$ cat src/rtl/sfm_pkg.sv
`default_nettype none
package sfm_pkg;

  localparam logic [16:0] DUTY_BASE  = 17'd42729;
  localparam logic [16:0] DUTY_TERM  = 17'd67729;
  localparam logic [15:0] CENTER     = 16'd32767;

  localparam logic [15:0] RST_THR_FS_LEVEL  = 16'd15000;
  localparam logic [15:0] RST_TO_EXT_LEVEL  = 16'd20000;
  localparam logic [15:0] RST_TO_INT_LEVEL  = 16'd40000;
  localparam logic [7:0]  RST_TRANS_COUNT   = 8'd5;
  localparam logic [15:0] RST_TRIM_TICKS    = 16'd5000;
  localparam logic [15:0] RST_INT_MISS_LIM  = 16'd50;
  localparam logic [15:0] RST_EXT_MISS_LIM  = 16'd1500;

  typedef enum logic [2:0] {
    CFG_THROTTLE_FAILSAFE_LEVEL = 3'd0,
    CFG_TO_EXTERNAL_LEVEL       = 3'd1,
    CFG_TO_INTERNAL_LEVEL       = 3'd2,
    CFG_TRANSITION_COUNT        = 3'd3,
    CFG_TRIM_TRACK_TICKS        = 3'd4,
    CFG_INTERNAL_MISS_LIMIT     = 3'd5,
    CFG_EXTERNAL_MISS_LIMIT     = 3'd6
  } sfm_cfg_idx_t;

  typedef struct packed {
    logic [15:0] rc_throttle;
    logic [15:0] rc_axis1;
    logic [15:0] rc_axis2;
    logic [15:0] rc_mode_switch;
    logic        setpoint_valid;
    logic [15:0] sp_throttle;
    logic [15:0] sp_axis1;
    logic [15:0] sp_axis2;
  } sfm_item_t;

  typedef struct packed {
    logic [16:0] duty_throttle;
    logic [16:0] duty_axis1;
    logic [16:0] duty_axis2;
    logic [15:0] pos_throttle;
    logic [15:0] pos_axis1;
    logic [15:0] pos_axis2;
    logic        internal_mode;
    logic        terminated;
  } sfm_result_t;

  // move a quarter of the way toward the input, rounding toward minus infinity
  function automatic logic [15:0] track_trim(input logic [15:0] trim, input logic [15:0] in);
    logic signed [16:0] diff;
    logic signed [16:0] step;
    logic [16:0]        sum;
    diff = $signed({1'b0, in}) - $signed({1'b0, trim});
    step = diff >>> 2;
    sum  = {1'b0, trim} + $unsigned(step);
    return sum[15:0];
  endfunction

endpackage
`default_nettype wire

$ cat src/rtl/sfm_in_if.sv
`default_nettype none
interface sfm_in_if import sfm_pkg::*; ();
  logic      valid;
  logic      ready;
  sfm_item_t data;

  modport source (output valid, output data, input ready);
  modport sink (input valid, input data, output ready);
endinterface
`default_nettype wire

$ cat src/rtl/sfm_out_if.sv
`default_nettype none
interface sfm_out_if import sfm_pkg::*; ();
  logic        valid;
  logic        ready;
  sfm_result_t data;

  modport source (output valid, output data, input ready);
  modport sink (input valid, input data, output ready);
endinterface
`default_nettype wire

$ cat src/rtl/servo_failsafe_mode_selector.sv
// Servo failsafe mode selector.
// in_ch carries one tick: four measured R/C values and an optional setpoint.
// out_ch carries one result beat per tick: three pulse compare values, the
// logged positions, the control mode before any toggle and the termination
// flag. The cfg_ port writes one of seven threshold/count registers per cycle.
// The user writes them only while the block is idle; the block does not enforce
// this; there is no read-back. A tick's result appears in the cycle after its beat.
// Throughput: one tick per cycle while out_ch does not stall; all state updates
// are done in a single combinational pass from the input beat into the state and
// result registers. The output register decouples the channels: in_ch is ready
// while the output register is empty or its result is taken in the same cycle.
// While out_ch stalls with a result held, in_ch.ready drops; the held result stays put.
// Reset (rst_n low, synchronous) restores the register defaults, selects
// external mode, clears counters, trims and held outputs, releases any
// termination latch and empties the output register.
`default_nettype none
module servo_failsafe_mode_selector import sfm_pkg::*; (
  input  wire logic  clk,
  input  wire logic  rst_n,
  sfm_in_if.sink     in_ch,
  sfm_out_if.source  out_ch,
  input  wire logic        cfg_we,
  input  wire logic [2:0]  cfg_idx,
  input  wire logic [15:0] cfg_wdata
);

  logic [15:0] thr_fs_level_r, to_ext_level_r, to_int_level_r;
  logic [7:0]  trans_count_r;
  logic [15:0] trim_ticks_r, int_miss_lim_r, ext_miss_lim_r;

  logic        mode_r, mode_nxt;
  logic        term_r, term_nxt;
  logic [7:0]  trans_ticks_r, trans_ticks_nxt;
  logic [15:0] miss_int_r, miss_int_nxt;
  logic [15:0] miss_ext_r, miss_ext_nxt;
  logic [15:0] trim_done_r, trim_done_nxt;
  logic [15:0] trim0_r, trim0_nxt, trim1_r, trim1_nxt;
  logic [15:0] held0_r, held0_nxt, held1_r, held1_nxt, held2_r, held2_nxt;

  logic        out_valid_r;
  sfm_result_t out_data_r, res_nxt;
  logic        acc;
  logic        trip;
  sfm_item_t   it;

  assign it            = in_ch.data;
  assign in_ch.ready   = !out_valid_r || out_ch.ready;
  assign acc           = in_ch.valid && in_ch.ready;
  assign out_ch.valid  = out_valid_r;
  assign out_ch.data   = out_data_r;

  always_ff @(posedge clk) begin
    if (!rst_n) begin
      thr_fs_level_r <= RST_THR_FS_LEVEL;
      to_ext_level_r <= RST_TO_EXT_LEVEL;
      to_int_level_r <= RST_TO_INT_LEVEL;
      trans_count_r  <= RST_TRANS_COUNT;
      trim_ticks_r   <= RST_TRIM_TICKS;
      int_miss_lim_r <= RST_INT_MISS_LIM;
      ext_miss_lim_r <= RST_EXT_MISS_LIM;
    end else if (cfg_we) begin
      unique case (sfm_cfg_idx_t'(cfg_idx))
        CFG_THROTTLE_FAILSAFE_LEVEL: thr_fs_level_r <= cfg_wdata;
        CFG_TO_EXTERNAL_LEVEL:       to_ext_level_r <= cfg_wdata;
        CFG_TO_INTERNAL_LEVEL:       to_int_level_r <= cfg_wdata;
        CFG_TRANSITION_COUNT:        trans_count_r  <= cfg_wdata[7:0];
        CFG_TRIM_TRACK_TICKS:        trim_ticks_r   <= cfg_wdata;
        CFG_INTERNAL_MISS_LIMIT:     int_miss_lim_r <= cfg_wdata;
        CFG_EXTERNAL_MISS_LIMIT:     ext_miss_lim_r <= cfg_wdata;
        default: ;
      endcase
    end
  end

  always_comb begin
    mode_nxt        = mode_r;
    term_nxt        = term_r;
    trans_ticks_nxt = trans_ticks_r;
    miss_int_nxt    = miss_int_r;
    miss_ext_nxt    = miss_ext_r;
    trim_done_nxt   = trim_done_r;
    trim0_nxt       = trim0_r;
    trim1_nxt       = trim1_r;
    held0_nxt       = held0_r;
    held1_nxt       = held1_r;
    held2_nxt       = held2_r;
    trip            = 1'b0;

    res_nxt.duty_throttle = DUTY_BASE;
    res_nxt.duty_axis1    = DUTY_TERM;
    res_nxt.duty_axis2    = DUTY_TERM;
    res_nxt.pos_throttle  = '0;
    res_nxt.pos_axis1     = '0;
    res_nxt.pos_axis2     = '0;
    res_nxt.internal_mode = mode_r;
    res_nxt.terminated    = 1'b1;

    if (!term_r) begin
      if (mode_r) begin
        if (it.setpoint_valid) begin
          held0_nxt    = it.sp_throttle;
          held1_nxt    = trim0_r - CENTER + it.sp_axis1;
          held2_nxt    = trim1_r - CENTER + ~it.sp_axis2;
          miss_int_nxt = '0;
        end else if (miss_int_r != 16'hFFFF) begin
          miss_int_nxt = miss_int_r + 16'd1;
        end
        if (it.rc_mode_switch < to_ext_level_r) begin
          trans_ticks_nxt = (trans_ticks_r == 8'hFF) ? trans_ticks_r : trans_ticks_r + 8'd1;
        end else begin
          trans_ticks_nxt = '0;
        end
        trip = miss_int_nxt > int_miss_lim_r;
      end else begin
        held0_nxt = it.rc_throttle;
        held1_nxt = it.rc_axis1;
        held2_nxt = it.rc_axis2;
        if (it.rc_mode_switch > to_int_level_r) begin
          if (it.rc_throttle < thr_fs_level_r) begin
            miss_ext_nxt    = (miss_ext_r == 16'hFFFF) ? miss_ext_r : miss_ext_r + 16'd1;
            trans_ticks_nxt = '0;
          end else begin
            trans_ticks_nxt = (trans_ticks_r == 8'hFF) ? trans_ticks_r : trans_ticks_r + 8'd1;
            miss_ext_nxt    = '0;
          end
        end else begin
          trans_ticks_nxt = '0;
          miss_ext_nxt    = '0;
        end
        trip = miss_ext_nxt > ext_miss_lim_r;
      end

      if (trip) begin
        term_nxt = 1'b1;
      end else begin
        if (trim_done_r < trim_ticks_r) begin
          trim0_nxt     = track_trim(trim0_r, it.rc_axis1);
          trim1_nxt     = track_trim(trim1_r, it.rc_axis2);
          trim_done_nxt = trim_done_r + 16'd1;
        end
        res_nxt.duty_throttle = {1'b0, held0_nxt} + DUTY_BASE;
        res_nxt.duty_axis1    = {1'b0, held1_nxt} + DUTY_BASE;
        res_nxt.duty_axis2    = {1'b0, held2_nxt} + DUTY_BASE;
        res_nxt.pos_throttle  = held0_nxt;
        res_nxt.pos_axis1     = held1_nxt - (trim0_nxt - CENTER);
        res_nxt.pos_axis2     = ~(held2_nxt - (trim1_nxt - CENTER));
        res_nxt.terminated    = 1'b0;
        if (trans_ticks_nxt >= trans_count_r) begin
          mode_nxt = !mode_r;
        end
      end
    end
  end

  always_ff @(posedge clk) begin
    if (!rst_n) begin
      mode_r        <= 1'b0;
      term_r        <= 1'b0;
      trans_ticks_r <= '0;
      miss_int_r    <= '0;
      miss_ext_r    <= '0;
      trim_done_r   <= '0;
      trim0_r       <= '0;
      trim1_r       <= '0;
      held0_r       <= '0;
      held1_r       <= '0;
      held2_r       <= '0;
      out_valid_r   <= 1'b0;
    end else begin
      if (acc) begin
        mode_r        <= mode_nxt;
        term_r        <= term_nxt;
        trans_ticks_r <= trans_ticks_nxt;
        miss_int_r    <= miss_int_nxt;
        miss_ext_r    <= miss_ext_nxt;
        trim_done_r   <= trim_done_nxt;
        trim0_r       <= trim0_nxt;
        trim1_r       <= trim1_nxt;
        held0_r       <= held0_nxt;
        held1_r       <= held1_nxt;
        held2_r       <= held2_nxt;
        out_valid_r   <= 1'b1;
      end else if (out_ch.ready) begin
        out_valid_r   <= 1'b0;
      end
    end
  end

  always_ff @(posedge clk) begin
    if (acc) begin
      out_data_r <= res_nxt;
    end
  end

  a_term_sticky: assert property (@(posedge clk) disable iff (!rst_n)
    term_r |=> term_r)
    else $error("termination latch released");

  a_term_output: assert property (@(posedge clk) disable iff (!rst_n)
    (acc && term_r) |=> (out_data_r.terminated && out_data_r.duty_throttle == DUTY_BASE
                         && out_data_r.pos_axis2 == 16'd0))
    else $error("terminated tick gave live outputs");

  a_state_hold: assert property (@(posedge clk) disable iff (!rst_n)
    !acc |=> ($stable(mode_r) && $stable(term_r) && $stable(trim_done_r)))
    else $error("state changed without an input beat");

  a_mode_report: assert property (@(posedge clk) disable iff (!rst_n)
    acc |=> (out_valid_r && out_data_r.internal_mode == $past(mode_r)))
    else $error("result mode differs from mode held at the beat");

endmodule
`default_nettype wire
$ cat src/flat_wrapper.sv
// flat-port wrapper written by rule: the top's interface ports become plain ports
module servo_failsafe_mode_selector_flat import sfm_pkg::*;
  (clk, rst_n, cfg_we, cfg_idx, cfg_wdata, in_ch_valid, in_ch_data, in_ch_ready, out_ch_valid, out_ch_data, out_ch_ready);
  sfm_in_if in_ch_i ();
  sfm_out_if out_ch_i ();
  input  wire logic clk;
  input  wire logic rst_n;
  input  wire logic cfg_we;
  input  wire logic [2:0] cfg_idx;
  input  wire logic [15:0] cfg_wdata;
  input wire logic [$bits(in_ch_i.valid)-1:0] in_ch_valid;
  input wire logic [$bits(in_ch_i.data)-1:0] in_ch_data;
  output wire logic [$bits(in_ch_i.ready)-1:0] in_ch_ready;
  output wire logic [$bits(out_ch_i.valid)-1:0] out_ch_valid;
  output wire logic [$bits(out_ch_i.data)-1:0] out_ch_data;
  input wire logic [$bits(out_ch_i.ready)-1:0] out_ch_ready;
  assign in_ch_i.valid = in_ch_valid;
  assign in_ch_i.data = in_ch_data;
  assign in_ch_ready = in_ch_i.ready;
  assign out_ch_valid = out_ch_i.valid;
  assign out_ch_data = out_ch_i.data;
  assign out_ch_i.ready = out_ch_ready;
  servo_failsafe_mode_selector u_core (.clk(clk), .rst_n(rst_n), .in_ch(in_ch_i), .out_ch(out_ch_i), .cfg_we(cfg_we), .cfg_idx(cfg_idx), .cfg_wdata(cfg_wdata));
endmodule
$ cat config.mk
export PLATFORM = sky130hd
export DESIGN_NAME = servo_failsafe_mode_selector_flat
export DESIGN_NICKNAME = d
export VERILOG_FILES = /design/src/rtl/sfm_pkg.sv /design/src/rtl/sfm_in_if.sv /design/src/rtl/sfm_out_if.sv /design/src/rtl/servo_failsafe_mode_selector.sv /design/src/flat_wrapper.sv
export SDC_FILE = /design/constraint.sdc
export NUM_CORES = 1
export LEC_CHECK = 0
export ABC_AREA = 1
export BUFFER_PORTS_ARGS = -buffer_cell sky130_fd_sc_hd__buf_2
export CORE_AREA = 2 2 256 182
export DETAILED_ROUTE_END_ITERATION = 8
export DIE_AREA = 0 0 258 184
export GPL_TIMING_DRIVEN = 1
export PLACE_DENSITY_LB_ADDON = 0.12
export SETUP_SLACK_MARGIN = 0.5
export SYNTH_ARGS = -nofsm -noshare
export SYNTH_HDL_FRONTEND = slang
export SYNTH_SLANG_ARGS = --single-unit
$ cat constraint.sdc
create_clock -name clk -period 10.5 [get_ports clk]
set_clock_uncertainty 0.2 [all_clocks]
set_input_delay 0.525 -clock clk [delete_from_list [all_inputs] [get_ports clk]]
set_output_delay 0.525 -clock clk [all_outputs]
set_load 0.1 [all_outputs]
* Word level (Yosys, flattened, before mapping)
Cells that the tools add are included.
** Cells by class
- Add/subtract/negate cells :: 19
- $lt $le $gt $ge :: 7
- Equal/unequal tests :: 9
- Mux-type cells :: 36
- Bitwise operators :: 5
- Reduce and logical (&&, ||, !) cells :: 20
** Operators with widths (number)
- 2-to-1 mux 16 bit :: 24
- adder 16 bit :: 4
- subtractor 16 x 15 -> 16 bit, second input constant :: 4
- adder 16 x 16 -> 17 bit, second input constant :: 3
- adder 16 x 1 -> 16 bit, second input constant :: 3
- > comparator 16 bit :: 3
- < comparator 16 bit :: 3
- 2-to-1 mux 8 bit :: 6
- subtractor 16 x 16 -> 17 bit :: 2
- NOT 16 bit :: 2
- subtractor 16 bit :: 2
- equality test 16 bit, second input constant :: 1
- inequality test 16 bit, second input constant :: 1
- AND reduction 2 bit :: 8
- equality test 3 bit, second input constant :: 3
- AND reduction 3 bit :: 3
- adder 8 x 1 -> 8 bit, second input constant :: 1
- equality test 8 bit, second input constant :: 1
- >= comparator 8 bit :: 1
- AND reduction 4 bit :: 2
- equality test 3 x 2 -> 1 bit, second input constant :: 2
- 2-to-1 mux 1 bit :: 6
- equality test 3 x 1 -> 1 bit, second input constant :: 1
- zero test 3 bit :: 1
- 6 further kinds :: 9
** Word-level totals
- Flip-flop bits (word level) :: 344
- Bits of input ports :: 137
- Output and inout port bits :: 103
- Logic and storage cells :: 123

* Logic depth before layout (Yosys ltp)
- Depth after elaboration :: 14
- Gate-level depth with buffers :: 36
- Mapped depth without buffers :: 36

* Least setup slack after synthesis
OpenSTA, ideal clock, no wires.
- Path type :: input port to flip-flop
- From :: input port in_ch_data[66]
- To :: register u_core.out_data_r (netlist bit u_core.out_ch.data[17]) (data pin)
- Setup time :: 255 ps
- Data arrival time :: 4538 ps
- Data required time :: 10045 ps
- Setup slack :: 5507 ps
- Stages on the path :: 31
- Buffers on the path :: 0
- Cell sequence :: ha_1 nand2_1 nand2_1 nand2_1 nand2_1 nand2_1 a21oi_1 a31oi_1 o21ai_0 nand3_1 nand3_1 nand2_1 ha_1 nand2_1 inv_1 a21boi_0 nand3_1 or2_2 nand3_1 o21ai_0 inv_1 ha_1 ha_1 a21oi_1 inv_1 o21ai_0 o311ai_0 a31oi_1 nand3_1 nand2_1 nor2_1
** On the way
- Longest elaborated chain between the ends :: 8
- Elaborated cells on any way between the ends :: 10
- Those cells by class :: add/sub (4); mux (5); bitwise (1)
** Ends and longest elaborated chain
- start: declaration :: RTL line flat_wrapper.sv:12 : input wire logic [$bits(in_ch_i.data)-1:0] in_ch_data;
- subtractor 16 x 16 -> 17 bit :: RTL line sfm_pkg.sv:53 : diff = $signed({1'b0, in}) - $signed({1'b0, trim});
- adder 16 bit :: RTL line sfm_pkg.sv:55 : sum = {1'b0, trim} + $unsigned(step);
- 2-to-1 mux 16 bit :: RTL line servo_failsafe_mode_selector.sv:136 : if (trim_done_r < trim_ticks_r) begin
- 2-to-1 mux 16 bit :: RTL line servo_failsafe_mode_selector.sv:133 : if (trip) begin
- 2-to-1 mux 16 bit :: RTL line servo_failsafe_mode_selector.sv:98 : if (!term_r) begin
- subtractor 16 x 15 -> 16 bit :: RTL line servo_failsafe_mode_selector.sv:146 : res_nxt.pos_axis2 = ~(held2_nxt - (trim1_nxt - CENTER));
- subtractor 16 bit * :: RTL line servo_failsafe_mode_selector.sv:146
- NOT 16 bit * :: RTL line servo_failsafe_mode_selector.sv:146
- end signal: assignment :: RTL line servo_failsafe_mode_selector.sv:191 : out_data_r <= res_nxt;
- end: declaration :: RTL line servo_failsafe_mode_selector.sv:41 : sfm_result_t out_data_r, res_nxt;
Mark *: on every way between the ends. The rest lies on a longest branch, timed or not. The select of a mux whose other input is x is not followed.
A chain may end at the register's enable or synchronous reset.

* Worst setup path in the final report
- From :: register u_core.trim1_r[1]
- To :: register u_core.out_data_r (netlist bit u_core.out_ch.data[17]) (data pin)
** On the way
- Longest elaborated chain between the ends :: 8
- Elaborated cells on any way between the ends :: 13
- Those cells by class :: add/sub (6); mux (6); bitwise (1)
** Ends and longest elaborated chain
- start: declaration :: RTL line servo_failsafe_mode_selector.sv:37 : logic [15:0] trim0_r, trim0_nxt, trim1_r, trim1_nxt;
- start signal: assignment :: RTL line servo_failsafe_mode_selector.sv:178 : trim1_r <= trim1_nxt;
- subtractor 16 x 16 -> 17 bit :: RTL line sfm_pkg.sv:53
- adder 16 bit :: RTL line sfm_pkg.sv:55
- 2-to-1 mux 16 bit :: RTL line servo_failsafe_mode_selector.sv:136
- 2-to-1 mux 16 bit :: RTL line servo_failsafe_mode_selector.sv:133
- 2-to-1 mux 16 bit :: RTL line servo_failsafe_mode_selector.sv:98
- subtractor 16 x 15 -> 16 bit :: RTL line servo_failsafe_mode_selector.sv:146
- subtractor 16 bit * :: RTL line servo_failsafe_mode_selector.sv:146
- NOT 16 bit * :: RTL line servo_failsafe_mode_selector.sv:146
Marks and branches as above.

==> impl.org <==
** Yosys
- By instance count, the leading cell after synthesis is nand2_1.
- dfxtp_1 takes more of the synthesized area than any other cell.
- Of all flip-flops after synthesis, the portion carrying an async set or reset was 0%.
- Register bit count reported by yosys :: 344
- The share of the Yosys chip area taken by registers is 32.3%.
- Ranking of synthesized cells by area :: dfxtp_1, ha_1, edfxtp_1
- Summed over its instances, the top area cell type makes up 19.9% of the synthesized netlist area.
- Counting every instance in the synthesized netlist gives 3,344.
- Top flip-flop cell by instance count after synthesis :: dfxtp_1
- Counting flops with a built-in enable in the synthesized netlist gives 101.
- When the netlist entered floorplanning its net count stood at 3,775.
- Most numerous cell types in the synthesized netlist :: nand2_1, inv_1, a21oi_1
- Summed instance area of the synthesized netlist :: 24,500 um2
- In this run the mean area of a mapped cell was 7.32 um2.
- For this run, the number of Yosys warnings is 0.
- Count of distinct cell types in the synthesized netlist :: 56

** Routing
- The final layout contains routed wiring with a total length of 75,200 um.
- The detail route stage leaves a number of antenna-violating nets equal to 0.
- DR iter-0 viols :: 2,266
- Wire length per cell :: 18.0 um
- Total number of vias :: 23,400
- Dividing the detail-routed via count by the number of cells gives 5.62.
- After detailed routing, the number of remaining DRC violations is 0.
- The first detailed-routing pass ran for 8 iterations.

** Clocking
- TritonCTS built the clock tree.
- Clock net sink count :: 344
- Buffer depth of the longest clock path :: 3
- The number of hold buffers added after CTS was 0.
- Latest clock arrival within the worst-skew pair :: 550 ps
- In this run, post-CTS repair resized a total of 0 instances.
- Number of H-tree branching levels :: 2
- Clock tree synthesis inserted a total of 39 buffers.
- Clock transition at the register clock pins on the worst setup and hold paths after CTS :: 60 ps
- Buffers added to address setup during post-CTS repair amount to 0.
- The cell sitting at the root of the clock tree is a clkbuf_16.

** STA
- The max-slew violation count is 0.
- Worst hold margin :: 98.1 ps
- Measured slew at the worst slew-check pin :: 1290 ps
- In the post-route analysis, the smallest setup slack over all paths is 4370 ps.
- Static timing analysis puts the maximum clock frequency at 163 MHz.
- In the finished design, the share of the clock period the worst path needs comes to 58.4%.
- Subtracting the final worst setup slack from the clock period gives 6130 ps.
- Relative slew slack :: 13.9%
- Final setup TNS :: 0 ps
- Setup repair after global routing left no endpoint under its margin.
- Setup violations remaining at the end of the flow were counted as 0.
- The number of failing hold endpoints at the final stage came to 0.

** Worst setup path
- By startpoint and endpoint, the worst setup path is classified as flip-flop to flip-flop.
- The worst setup path is launched from a flip-flop.
- Required time at the endpoint of the critical path :: 10,610 ps
- Capture point of the critical path :: u_core.out_ch.data[17]
- Among all stages on the critical path, the largest delay is contributed by o21ai_0.
- STA puts the critical path data arrival time at 6230 ps.
- Measured in cells, the most critical reg-to-reg path has a length of 35.
- Crit path largest cell delay :: 440 ps
- The worst register-to-register path ends at u_core.out_ch.data[17].
- Critical path's most frequent cell :: nand2_1
- Worst setup path start :: u_core.trim1_r[1]
- Worst r2r src :: u_core.trim1_r[1]
- Register-to-register setup slack :: 4370 ps
- The worst setup path is captured at a flip-flop.
- Of all nets on the critical path, the largest fanout is 5.

** Placed design
- Routability-driven placement finished with a final weighted congestion of 1.01.
- The wire-length estimate of the detail-placed layout is 56,300 um.
- The count of buffers added on input and output ports is 239.
- DP Worst Slack :: 4480 ps

** Floorplan
- In this run the horizontal extent of the chip is 258 um.
- Area of the core :: 44,800 um2
- Measured along the y axis, the die boundary spans 184 um.
- The initial utilization of the core area, before any placement, comes to 54.6%.
- The die covers 47,500 um2.
- The initialized floorplan defines 65 standard-cell rows.
- Top-level port count :: 240

** GRT
- met2 is the most crowded layer.
- For this run the aggregate overflow at the end of global routing stands at 0.
- Aggregate global-route resource usage :: 31.0%
- In the global route stage, met3 resource usage came out at 4.89%.
- In the global route stage, met2 resource usage came out at 47.3%.
- The first global-routing pass estimated 118,000 um of wire.
- Entering global routing, the biggest net connects 98 pins.
- The via count of the first global-routing pass was 21,400.
- The initial antenna violation count came to 4.
- Fraction of met1 tracks used by global routing :: 45.4%

** Power
- VDD sags by at most 0.422 mV.
- Dividing total power by cell area gives a power density of 367 nW/um2.
- Net switching is 51.7% of the power.
- Of the total power, combinational logic draws 66.1%.
- Power dissipated by switching net loads :: 5.20 mW
- Clock Power Share :: 14.9%
- The internal portion of the total power is 4.86 mW.
- Sequential cells account for 19.1% of the total power.
- Standby leakage power :: 13.3 nW

** Run
- Number of max-cap violations :: 0

** Worst hold path
- Hold Startpoint :: out_ch_ready
- The worst hold path passes through 4 cells.
- Class of the tightest hold or removal check :: input port to flip-flop

** Run status
- Result of the run :: complete, no violations

** Finish
- In the final design database the tool counted 3,964 nets.
- Fraction of final layout cells sized beyond drive strength 1 :: 12.5%
- The register with the most flip-flops in the layout has 101 of them.
- Signed area change from the synthesized netlist to the final layout :: 11.9%
==> layout by cell type, fill, tap and decap left out, drive strengths merged, types with 5 or more instances in the layout <==
| cell | count |
|---|---|
| nand4 | 28 |
| o21ai | 330 |
| o21bai | 10 |
| fa | 6 |
| nand2 | 654 |
| o21a | 15 |
| ha | 288 |
| edfxtp | 101 |
| o211ai | 40 |
| a21oi | 448 |
| a21o | 12 |
| nor3 | 26 |
| buf | 256 |
| xor2 | 45 |
| or2 | 27 |
| nand3b | 7 |
| nor2 | 223 |
| a21boi | 5 |
| xnor2 | 36 |
| dfxtp | 243 |
| clkinv | 10 |
| bufinv | 7 |
| a31oi | 16 |
| nand3 | 176 |
| inv | 483 |
| clkbuf | 50 |
==> logic make-up (layout without fill, tap and decap cells) <==
| family | Yosys count | after routing | synth area share, % |
|---|---|---|---|
| fa+ha+maj | 294 | 294 | 15.2 |
| simple gates | 1147 | 1147 | 20.0 |
| flops | 344 | 344 | 32.3 |
| buf+inv | 588 | 808 | 9.70 |
| xor+xnor | 81 | 81 | 2.90 |
| other cells | 0 | 2 | 0 |
| compound gates | 889 | 889 | 19.9 |
| mux | 1 | 1 | 0.0409 |
==> through the flow <==
stage,std cells,area [um2],util [%],power [mW]
floorplan,3344,24500,-,6.98
global placement,4095,26000,58.1,8.31
detailed placement,4095,26000,58.1,8.42
CTS,4167,27400,61.1,9.97
global route,4169,27400,61.2,10.9
finish,4169,27400,61.2,10.1
==> critical path: cells and delay by family (launching register included) <==
kind	cells	cell delay [ps]
AND/OR/NAND/NOR	21	1980
XOR/XNOR	1	230
adder cells (fa/ha/maj)	4	1240
buffers and inverters	2	210
flip-flops	1	430
AO/OA/AOI/OAI	7	1550
==> layout make-up <==
cell class	count	area, um2
clock inverters	22	313
repair buffers	256	1330
well taps	603	754
flip-flops and latches	344	7900
fillers	4133	17400
diodes	2	5.00
multi-input cells	2412	14200
clock buffers	50	1070
inverters	480	1810
==> power groups by stage <==
stage | clock network [mW] | logic (mW) | registers, mW
floorplan | 0 | 4.26 | 2.71
global placement | 0 | 6.38 | 1.94
detailed placement | 0 | 6.48 | 1.94
CTS | 1.52 | 6.54 | 1.91
global route | 1.58 | 7.40 | 1.93
finish | 1.50 | 6.65 | 1.92
==> routing by layer <==
layer / vias up / part of all wire (%)
met3: 123 / 7.1
met2: 797 / 42
met5: - / 0.036
met1: 10900 / 48
met4: 4 / 2.5
li1: 11600 / -
==> how the worst min path moves through the flow <==
stage               slack [ps]                       end
floorplan                  220  u_core.thr_fs_level_r[0]
global placement           240  u_core.thr_fs_level_r[0]
detailed placement         250  u_core.to_ext_level_r[8]
CTS                         70       u_core.out_ch.valid
global route               110       u_core.out_ch.valid
finish                     100       u_core.out_ch.valid
No activity file was read; power rests on OpenSTA's default activity.
